$ cat src/hdl/stw_pkg.sv
// Shared types and constants for the stopwatch/countdown timer core.
// Used by stw_digits and stopwatch_countdown_timer_core; no dependencies.
`default_nettype none
package stw_pkg;

  localparam int TimeW = 23;

  localparam logic [TimeW-1:0] TIME_MAX_MS = 23'd5940000;

  localparam logic [2:0] CMD_TICK   = 3'd0;
  localparam logic [2:0] CMD_START  = 3'd1;
  localparam logic [2:0] CMD_END    = 3'd2;
  localparam logic [2:0] CMD_PAUSE  = 3'd3;
  localparam logic [2:0] CMD_RESUME = 3'd4;
  localparam logic [2:0] CMD_ADD    = 3'd5;
  localparam logic [2:0] CMD_SET    = 3'd6;

  localparam logic [1:0] UNIT_MS  = 2'd0;
  localparam logic [1:0] UNIT_S   = 2'd1;
  localparam logic [1:0] UNIT_MIN = 2'd2;

  localparam logic [1:0] MODE_IDLE    = 2'd0;
  localparam logic [1:0] MODE_MEASURE = 2'd1;
  localparam logic [1:0] MODE_ENDED   = 2'd2;

  localparam logic signed [23:0] AMT_MS_MAX  = 24'sd5940000;
  localparam logic signed [23:0] AMT_S_MAX   = 24'sd5940;
  localparam logic signed [23:0] AMT_MIN_MAX = 24'sd99;
  localparam logic signed [23:0] MS_PER_SEC  = 24'sd1000;
  localparam logic signed [23:0] MS_PER_MIN  = 24'sd60000;

  localparam logic [16:0] MIN_RECIP = 17'd71582;
  localparam logic [16:0] SEC_RECIP = 17'd67108;

  typedef struct packed {
    logic             accepted;
    logic [1:0]       run_state;
    logic             expired;
    logic [TimeW-1:0] time_ms;
    logic [TimeW-1:0] pause_ms;
  } stat_t;

  typedef struct packed {
    logic [3:0] min_tens;
    logic [3:0] min_ones;
    logic [2:0] sec_tens;
    logic [3:0] sec_ones;
    logic [3:0] ms_hundreds;
    logic [3:0] ms_tens;
    logic [3:0] ms_ones;
  } digits_t;

endpackage
`default_nettype wire

$ cat src/hdl/stopwatch_countdown_timer_core.sv
// Millisecond stopwatch with countdown limit, pause and time correction.
// One word per cycle while out_ready does not stall the pipeline.
// The state update for a word is registered in the stage after its input register;
// the digit split follows in a five-stage pipeline, stalled as one by out_ready.
// Reset: idle, paused, all counts and the limit zero, pipeline empty.
// Depends on stw_pkg and stw_digits.
`default_nettype none
module stopwatch_countdown_timer_core import stw_pkg::*; (
  input  wire logic              clk,
  input  wire logic              rst,
  input  wire logic              cfg_valid,
  output logic                   cfg_ready,
  input  wire logic [TimeW-1:0]  cfg_data,
  input  wire logic              in_valid,
  output logic                   in_ready,
  input  wire logic [2:0]        cmd,
  input  wire logic signed [23:0] amount,
  input  wire logic [1:0]        amount_unit,
  output logic                   out_valid,
  input  wire logic              out_ready,
  output logic                   accepted,
  output logic [1:0]             run_state,
  output logic                   expired,
  output logic [TimeW-1:0]       time_ms,
  output logic [TimeW-1:0]       pause_ms,
  output logic [3:0]             min_tens,
  output logic [3:0]             min_ones,
  output logic [2:0]             sec_tens,
  output logic [3:0]             sec_ones,
  output logic [3:0]             ms_hundreds,
  output logic [3:0]             ms_tens,
  output logic [3:0]             ms_ones
);

  logic              advance;
  logic [TimeW-1:0]  limit;

  logic              in_vld;
  logic [2:0]        in_cmd;
  logic signed [23:0] in_ms;
  logic              in_unit_ok;

  logic signed [23:0] amt_lim;
  logic signed [23:0] amt_scale;
  logic signed [23:0] amt_ms;
  logic              unit_ok;

  logic [1:0]        run_mode, run_mode_next;
  logic              paused, paused_next;
  logic [TimeW-1:0]  elapsed, elapsed_next;
  logic [TimeW-1:0]  pause_cnt, pause_cnt_next;
  logic [TimeW-1:0]  shown, shown_next;
  logic              acc_next, exp_next;

  logic [TimeW-1:0]  elapsed_inc;
  logic [TimeW-1:0]  pause_inc;
  logic [TimeW-1:0]  base;
  logic signed [25:0] corr_sum;
  logic [TimeW-1:0]  corr_val;
  logic              allow;

  logic              r1_vld;
  stat_t             r1_stat;
  stat_t             o_stat;
  digits_t           o_dig;

  assign advance   = !out_valid || out_ready;
  assign in_ready  = advance;
  assign cfg_ready = 1'b1;

  always_ff @(posedge clk) begin
    if (rst) begin
      limit <= '0;
    end else if (cfg_valid) begin
      limit <= (cfg_data > TIME_MAX_MS) ? TIME_MAX_MS : cfg_data;
    end
  end

  always_comb begin
    amt_lim   = amount;
    amt_scale = 24'sd1;
    unit_ok   = 1'b1;
    unique case (amount_unit)
      UNIT_MS: begin
        if (amount > AMT_MS_MAX) amt_lim = AMT_MS_MAX;
        else if (amount < -AMT_MS_MAX) amt_lim = -AMT_MS_MAX;
      end
      UNIT_S: begin
        amt_scale = MS_PER_SEC;
        if (amount > AMT_S_MAX) amt_lim = AMT_S_MAX;
        else if (amount < -AMT_S_MAX) amt_lim = -AMT_S_MAX;
      end
      UNIT_MIN: begin
        amt_scale = MS_PER_MIN;
        if (amount > AMT_MIN_MAX) amt_lim = AMT_MIN_MAX;
        else if (amount < -AMT_MIN_MAX) amt_lim = -AMT_MIN_MAX;
      end
      default: begin
        amt_lim = '0;
        unit_ok = 1'b0;
      end
    endcase
    amt_ms = amt_lim * amt_scale;
  end

  always_ff @(posedge clk) begin
    if (rst) begin
      in_vld <= 1'b0;
    end else if (advance) begin
      in_vld <= in_valid;
    end
  end

  always_ff @(posedge clk) begin
    if (advance && in_valid) begin
      in_cmd     <= cmd;
      in_ms      <= amt_ms;
      in_unit_ok <= unit_ok;
    end
  end

  always_comb begin
    elapsed_inc = (elapsed >= TIME_MAX_MS) ? TIME_MAX_MS : elapsed + 23'd1;
    pause_inc   = (pause_cnt >= TIME_MAX_MS) ? TIME_MAX_MS : pause_cnt + 23'd1;
    base        = (in_cmd == CMD_ADD) ? elapsed : '0;
    corr_sum    = $signed({3'd0, base}) + 26'(in_ms);
    if (corr_sum < 26'sd0) corr_val = '0;
    else if (corr_sum > $signed({3'd0, TIME_MAX_MS})) corr_val = TIME_MAX_MS;
    else corr_val = corr_sum[TimeW-1:0];
    allow = in_unit_ok && !(run_mode == MODE_MEASURE && (paused || limit != '0));

    run_mode_next  = run_mode;
    paused_next    = paused;
    elapsed_next   = elapsed;
    pause_cnt_next = pause_cnt;
    shown_next     = shown;
    acc_next       = 1'b0;
    exp_next       = 1'b0;

    unique case (in_cmd)
      CMD_TICK: begin
        acc_next = 1'b1;
        if (run_mode == MODE_MEASURE) begin
          if (paused) begin
            pause_cnt_next = pause_inc;
          end else begin
            elapsed_next = elapsed_inc;
            if (limit == '0) begin
              shown_next = elapsed_inc;
            end else if (limit > elapsed_inc) begin
              shown_next = limit - elapsed_inc;
            end else begin
              shown_next    = '0;
              run_mode_next = MODE_ENDED;
              exp_next      = 1'b1;
            end
          end
        end
      end
      CMD_START: begin
        if (run_mode != MODE_MEASURE) begin
          acc_next       = 1'b1;
          elapsed_next   = '0;
          pause_cnt_next = '0;
          paused_next    = 1'b0;
          run_mode_next  = MODE_MEASURE;
        end
      end
      CMD_END: begin
        acc_next      = 1'b1;
        run_mode_next = MODE_ENDED;
      end
      CMD_PAUSE: begin
        acc_next       = 1'b1;
        paused_next    = 1'b1;
        pause_cnt_next = '0;
      end
      CMD_RESUME: begin
        acc_next       = 1'b1;
        paused_next    = 1'b0;
        pause_cnt_next = '0;
      end
      CMD_ADD, CMD_SET: begin
        if (allow) begin
          acc_next     = 1'b1;
          elapsed_next = corr_val;
          shown_next   = corr_val;
          if (in_cmd == CMD_SET) pause_cnt_next = '0;
        end
      end
      default: begin
      end
    endcase
  end

  always_ff @(posedge clk) begin
    if (rst) begin
      run_mode  <= MODE_IDLE;
      paused    <= 1'b1;
      elapsed   <= '0;
      pause_cnt <= '0;
      shown     <= '0;
      r1_vld    <= 1'b0;
    end else if (advance) begin
      r1_vld <= in_vld;
      if (in_vld) begin
        run_mode  <= run_mode_next;
        paused    <= paused_next;
        elapsed   <= elapsed_next;
        pause_cnt <= pause_cnt_next;
        shown     <= shown_next;
      end
    end
  end

  always_ff @(posedge clk) begin
    if (advance && in_vld) begin
      r1_stat.accepted  <= acc_next;
      r1_stat.run_state <= run_mode_next;
      r1_stat.expired   <= exp_next;
      r1_stat.time_ms   <= shown_next;
      r1_stat.pause_ms  <= pause_cnt_next;
    end
  end

  stw_digits u_digits (
    .clk        (clk),
    .rst        (rst),
    .advance    (advance),
    .vld_in     (r1_vld),
    .stat_in    (r1_stat),
    .vld_out    (out_valid),
    .stat_out   (o_stat),
    .digits_out (o_dig)
  );

  assign accepted    = o_stat.accepted;
  assign run_state   = o_stat.run_state;
  assign expired     = o_stat.expired;
  assign time_ms     = o_stat.time_ms;
  assign pause_ms    = o_stat.pause_ms;
  assign min_tens    = o_dig.min_tens;
  assign min_ones    = o_dig.min_ones;
  assign sec_tens    = o_dig.sec_tens;
  assign sec_ones    = o_dig.sec_ones;
  assign ms_hundreds = o_dig.ms_hundreds;
  assign ms_tens     = o_dig.ms_tens;
  assign ms_ones     = o_dig.ms_ones;

  a_expired_shows_zero: assert property (@(posedge clk) disable iff (rst)
    out_valid && expired |-> time_ms == '0 && run_state == MODE_ENDED)
    else $error("expiry without zero time or ended state");

  a_counts_saturate: assert property (@(posedge clk) disable iff (rst)
    elapsed <= TIME_MAX_MS && pause_cnt <= TIME_MAX_MS && shown <= TIME_MAX_MS)
    else $error("count above 99 minutes");

  a_word_enters_pipe: assert property (@(posedge clk) disable iff (rst)
    in_vld && advance |=> r1_vld)
    else $error("word lost at state stage");

  a_digits_in_range: assert property (@(posedge clk) disable iff (rst)
    out_valid |-> sec_tens <= 3'd5 && min_tens <= 4'd9 && ms_hundreds <= 4'd9)
    else $error("digit out of range");

endmodule
`default_nettype wire

$ cat src/hdl/stw_digits.sv
// Decimal split of the shown time into minute, second and millisecond digits.
// Five register stages under a common advance enable; uses stw_pkg.
`default_nettype none
module stw_digits import stw_pkg::*; (
  input  wire logic    clk,
  input  wire logic    rst,
  input  wire logic    advance,
  input  wire logic    vld_in,
  input  wire stat_t   stat_in,
  output logic         vld_out,
  output stat_t        stat_out,
  output digits_t      digits_out
);

  function automatic logic [7:0] split10(input logic [6:0] v);
    logic [14:0] p;
    logic [3:0]  tens;
    logic [6:0]  ones;
    p    = {8'd0, v} * 15'd205;
    tens = p[14:11];
    ones = v - 7'({3'd0, tens} * 7'd10);
    return {tens, ones[3:0]};
  endfunction

  logic        a_vld, b_vld, c_vld, d_vld;
  stat_t       a_stat, b_stat, c_stat, d_stat;
  logic [6:0]  a_qest;
  logic [6:0]  b_mins;
  logic [15:0] b_rem;
  logic [5:0]  c_sest;
  logic [15:0] c_rem;
  logic [7:0]  c_mdig;
  logic [5:0]  d_secs;
  logic [9:0]  d_msec;
  logic [7:0]  d_mdig;

  logic [39:0] min_prod;
  logic [22:0] min_back;
  logic [22:0] min_rem0;
  logic [32:0] sec_prod;
  logic [15:0] sec_back;
  logic [15:0] sec_rem0;
  logic [15:0] hun_prod;
  logic [3:0]  hun;
  logic [6:0]  ms_low;
  logic [7:0]  sdig, ldig;

  always_comb begin
    min_prod = {17'd0, stat_in.time_ms} * {23'd0, MIN_RECIP};
    min_back = {16'd0, a_qest} * 23'd60000;
    min_rem0 = a_stat.time_ms - min_back;
    sec_prod = {17'd0, b_rem} * {16'd0, SEC_RECIP};
    sec_back = {10'd0, c_sest} * 16'd1000;
    sec_rem0 = c_rem - sec_back;
    hun_prod = {6'd0, d_msec} * 16'd41;
    hun      = hun_prod[15:12];
    ms_low   = 7'(d_msec - 10'({6'd0, hun} * 10'd100));
    sdig     = split10({1'b0, d_secs});
    ldig     = split10(ms_low);
  end

  always_ff @(posedge clk) begin
    if (rst) begin
      a_vld   <= 1'b0;
      b_vld   <= 1'b0;
      c_vld   <= 1'b0;
      d_vld   <= 1'b0;
      vld_out <= 1'b0;
    end else if (advance) begin
      a_vld   <= vld_in;
      b_vld   <= a_vld;
      c_vld   <= b_vld;
      d_vld   <= c_vld;
      vld_out <= d_vld;
    end
  end

  always_ff @(posedge clk) begin
    if (advance) begin
      a_stat <= stat_in;
      a_qest <= min_prod[38:32];

      b_stat <= a_stat;
      if (min_rem0 >= 23'd60000) begin
        b_mins <= a_qest + 7'd1;
        b_rem  <= 16'(min_rem0 - 23'd60000);
      end else begin
        b_mins <= a_qest;
        b_rem  <= min_rem0[15:0];
      end

      c_stat <= b_stat;
      c_sest <= sec_prod[31:26];
      c_rem  <= b_rem;
      c_mdig <= split10(b_mins);

      d_stat <= c_stat;
      d_mdig <= c_mdig;
      if (sec_rem0 >= 16'd1000) begin
        d_secs <= c_sest + 6'd1;
        d_msec <= 10'(sec_rem0 - 16'd1000);
      end else begin
        d_secs <= c_sest;
        d_msec <= sec_rem0[9:0];
      end

      stat_out               <= d_stat;
      digits_out.min_tens    <= d_mdig[7:4];
      digits_out.min_ones    <= d_mdig[3:0];
      digits_out.sec_tens    <= sdig[6:4];
      digits_out.sec_ones    <= sdig[3:0];
      digits_out.ms_hundreds <= hun;
      digits_out.ms_tens     <= ldig[7:4];
      digits_out.ms_ones     <= ldig[3:0];
    end
  end

endmodule
`default_nettype wire
$ cat config.mk
export PLATFORM = sky130hd
export DESIGN_NAME = stopwatch_countdown_timer_core
export DESIGN_NICKNAME = d
export VERILOG_FILES = /design/src/hdl/stw_pkg.sv /design/src/hdl/stopwatch_countdown_timer_core.sv /design/src/hdl/stw_digits.sv
export SDC_FILE = /design/constraint.sdc
export NUM_CORES = 2
export LEC_CHECK = 0
export ABC_AREA = 1
export BUFFER_PORTS_ARGS = -buffer_cell sky130_fd_sc_hd__buf_4
export CORE_MARGIN = 2
export CORE_UTILIZATION = 55
export CTS_BUF_LIST = sky130_fd_sc_hd__clkbuf_8
export DETAILED_ROUTE_END_ITERATION = 6
export PLACE_DENSITY_LB_ADDON = 0.05
export SLEW_MARGIN = 15
export SYNTH_ARGS = -nofsm -noshare
export SYNTH_HDL_FRONTEND = slang
export SYNTH_SLANG_ARGS = --single-unit
$ cat constraint.sdc
create_clock -name clk -period 12.85 [get_ports clk]
set_input_delay 0.6425 -clock clk [delete_from_list [all_inputs] [get_ports clk]]
set_output_delay 0.6425 -clock clk [all_outputs]
set_load 0.01 [all_outputs]
# ---- After elaboration in Yosys (flattened, before gate mapping)
# Cells that the tools add are included.
dict set report word_totals {
  reg_bits 541
  word_cells 189
}
dict set report op_classes {
  addsub 14
  multipliers 13
  n_lt_le_gt_ge 14
  n_eq_ne 14
  mux 48
  n_bitwise 2
  n_reduce_logical 22
}
# op count
set op_table {}
lappend op_table {{two-way mux 23 bit} 20}
lappend op_table {{two-way mux 24 bit} 6}
lappend op_table {{one-hot mux 23 bit (4 select lines)} 1}
lappend op_table {{one-hot mux 24 bit (3 select lines)} 1}
lappend op_table {{one-hot mux 23 bit (3 select lines)} 1}
lappend op_table {{adder 23 x 1 -> 23 bit, second input constant} 2}
lappend op_table {{>= comparator 23 bit, second input constant} 2}
lappend op_table {{one-hot mux 23 bit (2 select lines)} 1}
lappend op_table {{subtractor 23 bit} 2}
lappend op_table {{multiplier 23 x 16 -> 38 bit, second input constant} 1}
lappend op_table {{one-hot mux 16 bit (2 select lines)} 1}
lappend op_table {{multiplier 16 x 15 -> 30 bit, second input constant} 1}
lappend op_table {{multiplier 7 x 8 -> 15 bit, second input constant} 2}
lappend op_table {{adder 24 x 24 -> 25 bit} 1}
lappend op_table {{> comparator 25 x 24 -> 1 bit, second input constant} 1}
lappend op_table {{< comparator 25 x 1 -> 1 bit, second input constant} 1}
lappend op_table {{> comparator 24 x 14 -> 1 bit, second input constant} 1}
lappend op_table {{> comparator 24 bit, second input constant} 1}
lappend op_table {{> comparator 24 x 8 -> 1 bit, second input constant} 1}
lappend op_table {{< comparator 24 x 14 -> 1 bit, second input constant} 1}
lappend op_table {{< comparator 24 bit, second input constant} 1}
lappend op_table {{< comparator 24 x 8 -> 1 bit, second input constant} 1}
lappend op_table {{multiplier 24 x 24 -> 24 bit} 1}
lappend op_table {{>= comparator 23 x 16 -> 1 bit, second input constant} 1}
lappend op_table {{other kinds (47)} 75}

# ---- Longest topological paths before layout
dict set report depth {
  word_depth 8
  depth_mapped 42
  ltp_nobuf 42
}

# ---- Hierarchy
# From an unflattened synthesis, not the netlist that was laid out.
dict set report unflattened {
  cells_unflattened 5633
  area_unflattened_um2 48809.3
}
# module instances cells_per_inst area_each_um2
set by_module_without_submodules {}
lappend by_module_without_submodules {stw_digits 1 2674 28786.4}
lappend by_module_without_submodules {stopwatch_countdown_timer_core 1 2959 20023.0}

# ---- Worst setup path after synthesis
# Ideal clock, no wire load.
dict set report synth_path {
  path_kind {input -> register}
  from {in out_ready}
  to {reg r1_stat[0] (netlist bit) (enable)}
  setup_ps 378
  arrival_time_ps 11354
  t_required_ps 12472
  slack_ps 1118
  path_stages 5
  path_cell_list {nor2_1 clkinv_1 nand2_1 clkinv_1 buf_2}
}
dict set report synth_via {
  elab_chain_cells 2
}
# item line_no
set synth_lines {}
lappend synth_lines {{from (decl)} stopwatch_countdown_timer_core.sv:20} ;# input wire logic out_ready,
lappend synth_lines {{logical OR 1 bit} stopwatch_countdown_timer_core.sv:67} ;# assign advance = !out_valid || out_ready;
lappend synth_lines {{via in_ready} stopwatch_countdown_timer_core.sv:15} ;# output logic in_ready,
lappend synth_lines {{logical AND 1 bit} stopwatch_countdown_timer_core.sv:217} ;# if (advance && in_vld) begin
lappend synth_lines {{to (decl)} stopwatch_countdown_timer_core.sv:63} ;# stat_t r1_stat;
# The timed path passes the listed nets, and every way through them passes these cells.
# A chain may end at the register's enable or synchronous reset.

==> results by group <==
Worst setup path
  • Reg-to-reg setup timing slack: approximately 4.4 ns
  • Kind of critical path: flip-flop to flip-flop
  • Number of cells on the worst reg-to-reg path: 39
  • Highest-delay cell along the critical path: sky130_fd_sc_hd__edfxtp_1
  • Max stage delay on crit path: 0.51 ns
  • Maximum net fanout on the critical path: 6
  • Endpoint required time on the critical path: 13.29 ns
  • Number of buffer and inverter instances along the worst setup path: 5
  • Critical path's most frequent cell: sky130_fd_sc_hd__ha_1
  • Crit path launch type: flip-flop
  • Worst R2R Start: u_digits.d_stat[24]$_DFFE_PN_
  • CP delay by family, top: adder cells
  • CP arrival: 8.89 ns
  • Endpoint type of the worst setup path: flip-flop
  • Endpoint of the worst register-to-register path: u_digits.digits_out[3]$_DFFE_PN_

Placement
  • Number of buffers inserted by port buffering: 135
  • Detailed-placement wirelength estimate: 84,400 µm
  • Routability-driven placement congestion ratio: 0.932
  • Post-detailed-placement cell area: 0.0488 mm²

Flow run
  • Number of maximum-capacitance constraint violations: 0

Routing
  • Met3 layer wire length in the routed design: 5920 µm
  • WL/cell: 16.2 µm
  • WL met2: 47,300 µm
  • DR vias/cell: 5.27
  • 1st-pass router iterations: 5
  • Met1 routed wirelength after detailed routing: 49,700 µm
  • DRC marker count from the first detailed-route iteration: 2,389
  • Routed vias: roughly 34k
  • Final wirelength: 106,000 µm
  • Final routed DRC violation total: 0
  • Number of nets still failing antenna checks after routing: 0
  • Highest metal layer with signal wires: met4

Clock network
  • Buffer type at the clock tree root: sky130_fd_sc_hd__clkbuf_8
  • H-tree Lvls: 3
  • Count of instances resized after the clock tree is built: 0
  • # hold bufs at CTS: 0
  • CTS Sinks: roughly 530
  • Post-CTS setup buffer count: 0
  • Buffer levels on the longest clock path: 3
  • CTS tree: yes
  • Inserted Clock Buffers: around 90
  • Worst-Skew Late Latency: 0.73 ns
  • Clock edge transition at the registers on the reported setup and hold paths: 0.06 ns

Hold path
  • Worst hold path stage count: 1
  • End of the worst hold path: in_cmd[0]$_DFFE_PP_
  • Beginning of the worst hold path: cmd[0]
  • Type of the worst min-delay path: input port to flip-flop

Cells and area
  • Total non-filler cell area in the finished layout: 0.0506 mm²
  • Number of nets in the layout: roughly 6.4k
  • Share of layout cells above drive strength 1: about 7%
  • Area Growth Syn to Fin: 8.66%

Yosys
  • Library cells used by synthesis: between 60 and 70
  • Number of nets in the synthesized netlist: 6,190
  • Yosys warns: 0
  • Post-synthesis cell area: 0.0466 mm²
  • Proportion of synthesized flip-flops having asynchronous set or reset: 0%
  • Commonest register cell after synthesis: sky130_fd_sc_hd__edfxtp_1
  • Count of flip-flops with a built-in enable after synthesis: around 430
  • Number of cells produced by synthesis: 5,140
  • Number of synthesized register bits: 527
  • Average instance area after synthesis: 9.06 µm²
  • Seq/Total Area, Yosys: 31.8%

Timing
  • Fmax: roughly 0.12 GHz
  • Hold slack final: 0.119 ns
  • Slew Limit Headroom: approximately a quarter
  • Total Neg Setup Slack: 0 ns
  • # setup viols final: 0
  • Final Slew Violations: 0
  • Setup repair after global routing missed its margin: no
  • Period minus WS final: about 8.5 ns
  • Crit share post-route: 65.8%
  • Count of final hold-check violations: 0
  • Slew of the pin with the lowest slew margin: 1.12 ns
  • Worst clock skew on the final layout: 0.0505 ns

Floorplanning
  • Die extent in x: 295 µm
  • Initial Util: 55.6%
  • Die Ht: 295 µm
  • I/O pin count: 137
  • Die area: 0.0871 mm²
  • Row Count: 106
  • Core Region: 0.0838 mm²

GRT
  • Global routing usage summed across all routing layers: 24.8%
  • Antenna violations before repair: 1
  • Remaining global-route overflow: 0
  • Maximum number of pins on one net before global-route repair: about 90
  • Global-route wire length before repair: 172,000 µm
  • Via count of the first global-routing pass: 33.5k

Status
  • Run status: finished clean
registers in the layout, indices dropped and copies added, names as in the netlist, 7 cells and up:
name,cells
u_digits.c_mdig,8
u_digits.digits_out,27
u_digits.b_mins,7
elapsed,23
u_digits.b_rem,16
u_digits.d_stat,50
pause_cnt,23
u_digits.d_mdig,8
u_digits.c_stat,50
u_digits.a_stat,50
limit,23
u_digits.b_stat,45
u_digits.d_msec,7
shown,23
u_digits.c_rem,11
in_ms,24
r1_stat,50
u_digits.stat_out,49
u_digits.a_qest,7
worst max-delay path by stage:
stage                             startpoint                          endpoint  slack (ns)  depth (start not counted)
2_1_floorplan                      out_ready              r1_stat[0]$_DFFE_PP_        1.12                          5
3_3_place_gp                      amount[23]               in_ms[23]$_DFFE_PP_        4.06                         34
3_5_place_dp                      amount[23]               in_ms[23]$_DFFE_PP_        3.97                         34
4_1_cts        u_digits.d_stat[24]$_DFFE_PN_  u_digits.digits_out[3]$_DFFE_PN_        4.37                         39
5_1_grt         u_digits.d_msec[4]$_DFFE_PN_  u_digits.digits_out[3]$_DFFE_PN_        3.87                         39
6_report       u_digits.d_stat[24]$_DFFE_PN_  u_digits.digits_out[3]$_DFFE_PN_        4.40                         39
kinds of logic after synthesis:
logic type | count (synthesis) | synth area share (%)
AO/OA/AOI/OAI | 751 | 8.87
XOR/XNOR | 177 | 3.34
adder cells (fa/ha/maj) | 993 | 32.1
buffers and inverters | 1151 | 9.43
flip-flops | 527 | 31.8
other | 1 | 0.00805
AND/OR/NAND/NOR | 1540 | 14.5
metal layers:
layer,vias up,global-route usage [%]
met2,807,39.1
met4,0,6.85
li1,17200,-
met1,16100,35.4
met5,-,0
met3,155,4.22
through the flow:
step | setup slack [ns] | instances | util [%]
2_1_floorplan | 1.12 | 5140 | -
3_3_place_gp | 4.06 | 6345 | 58.2
3_5_place_dp | 3.97 | 6345 | 58.2
4_1_cts | 4.37 | 6509 | 60.4
5_1_grt | 3.87 | 6510 | 60.4
6_report | 4.40 | 6510 | 60.4
area by class of cell:
cell class              count  area (µm²)
flip-flops and latches    527       14800
diodes                      1        2.50
fillers                  7539       33200
repair buffers            150        1130
clock inverters            71         562
multi-input cells        3462       27400
inverters                1072        4030
clock buffers              93        1280
well taps                1134        1420
cell usage after synthesis, drive strengths merged (50+ instances only):
cell type | number | area share, %
ha | 656 | 18
nand3 | 200 | 2.3
o21ai | 278 | 3.0
edfxtp | 425 | 27
nor2 | 362 | 3.0
fa | 337 | 14
clkbuf | 50 | 0.40
a21oi | 336 | 3.6
nand2 | 759 | 6.2
nand4 | 101 | 1.4
inv | 1065 | 8.6
nor3 | 57 | 0.63
dfxtp | 102 | 4.4
xor2 | 137 | 2.6
layout by cell type, fill, tap and decap left out, types with 102 or more instances in the layout:
master                     instances
sky130_fd_sc_hd__edfxtp_1        425
sky130_fd_sc_hd__nand2_1         738
sky130_fd_sc_hd__ha_1            656
sky130_fd_sc_hd__buf_4           150
sky130_fd_sc_hd__fa_1            337
sky130_fd_sc_hd__a21oi_1         334
sky130_fd_sc_hd__o21ai_0         214
sky130_fd_sc_hd__nand3_1         190
sky130_fd_sc_hd__xor2_1          136
sky130_fd_sc_hd__inv_1          1076
sky130_fd_sc_hd__nor2_1          344
sky130_fd_sc_hd__dfxtp_1         102
Power is left out: the tool's default activity adds up to more than one toggle a clock period on the data nets, which glitch-free logic cannot reach.
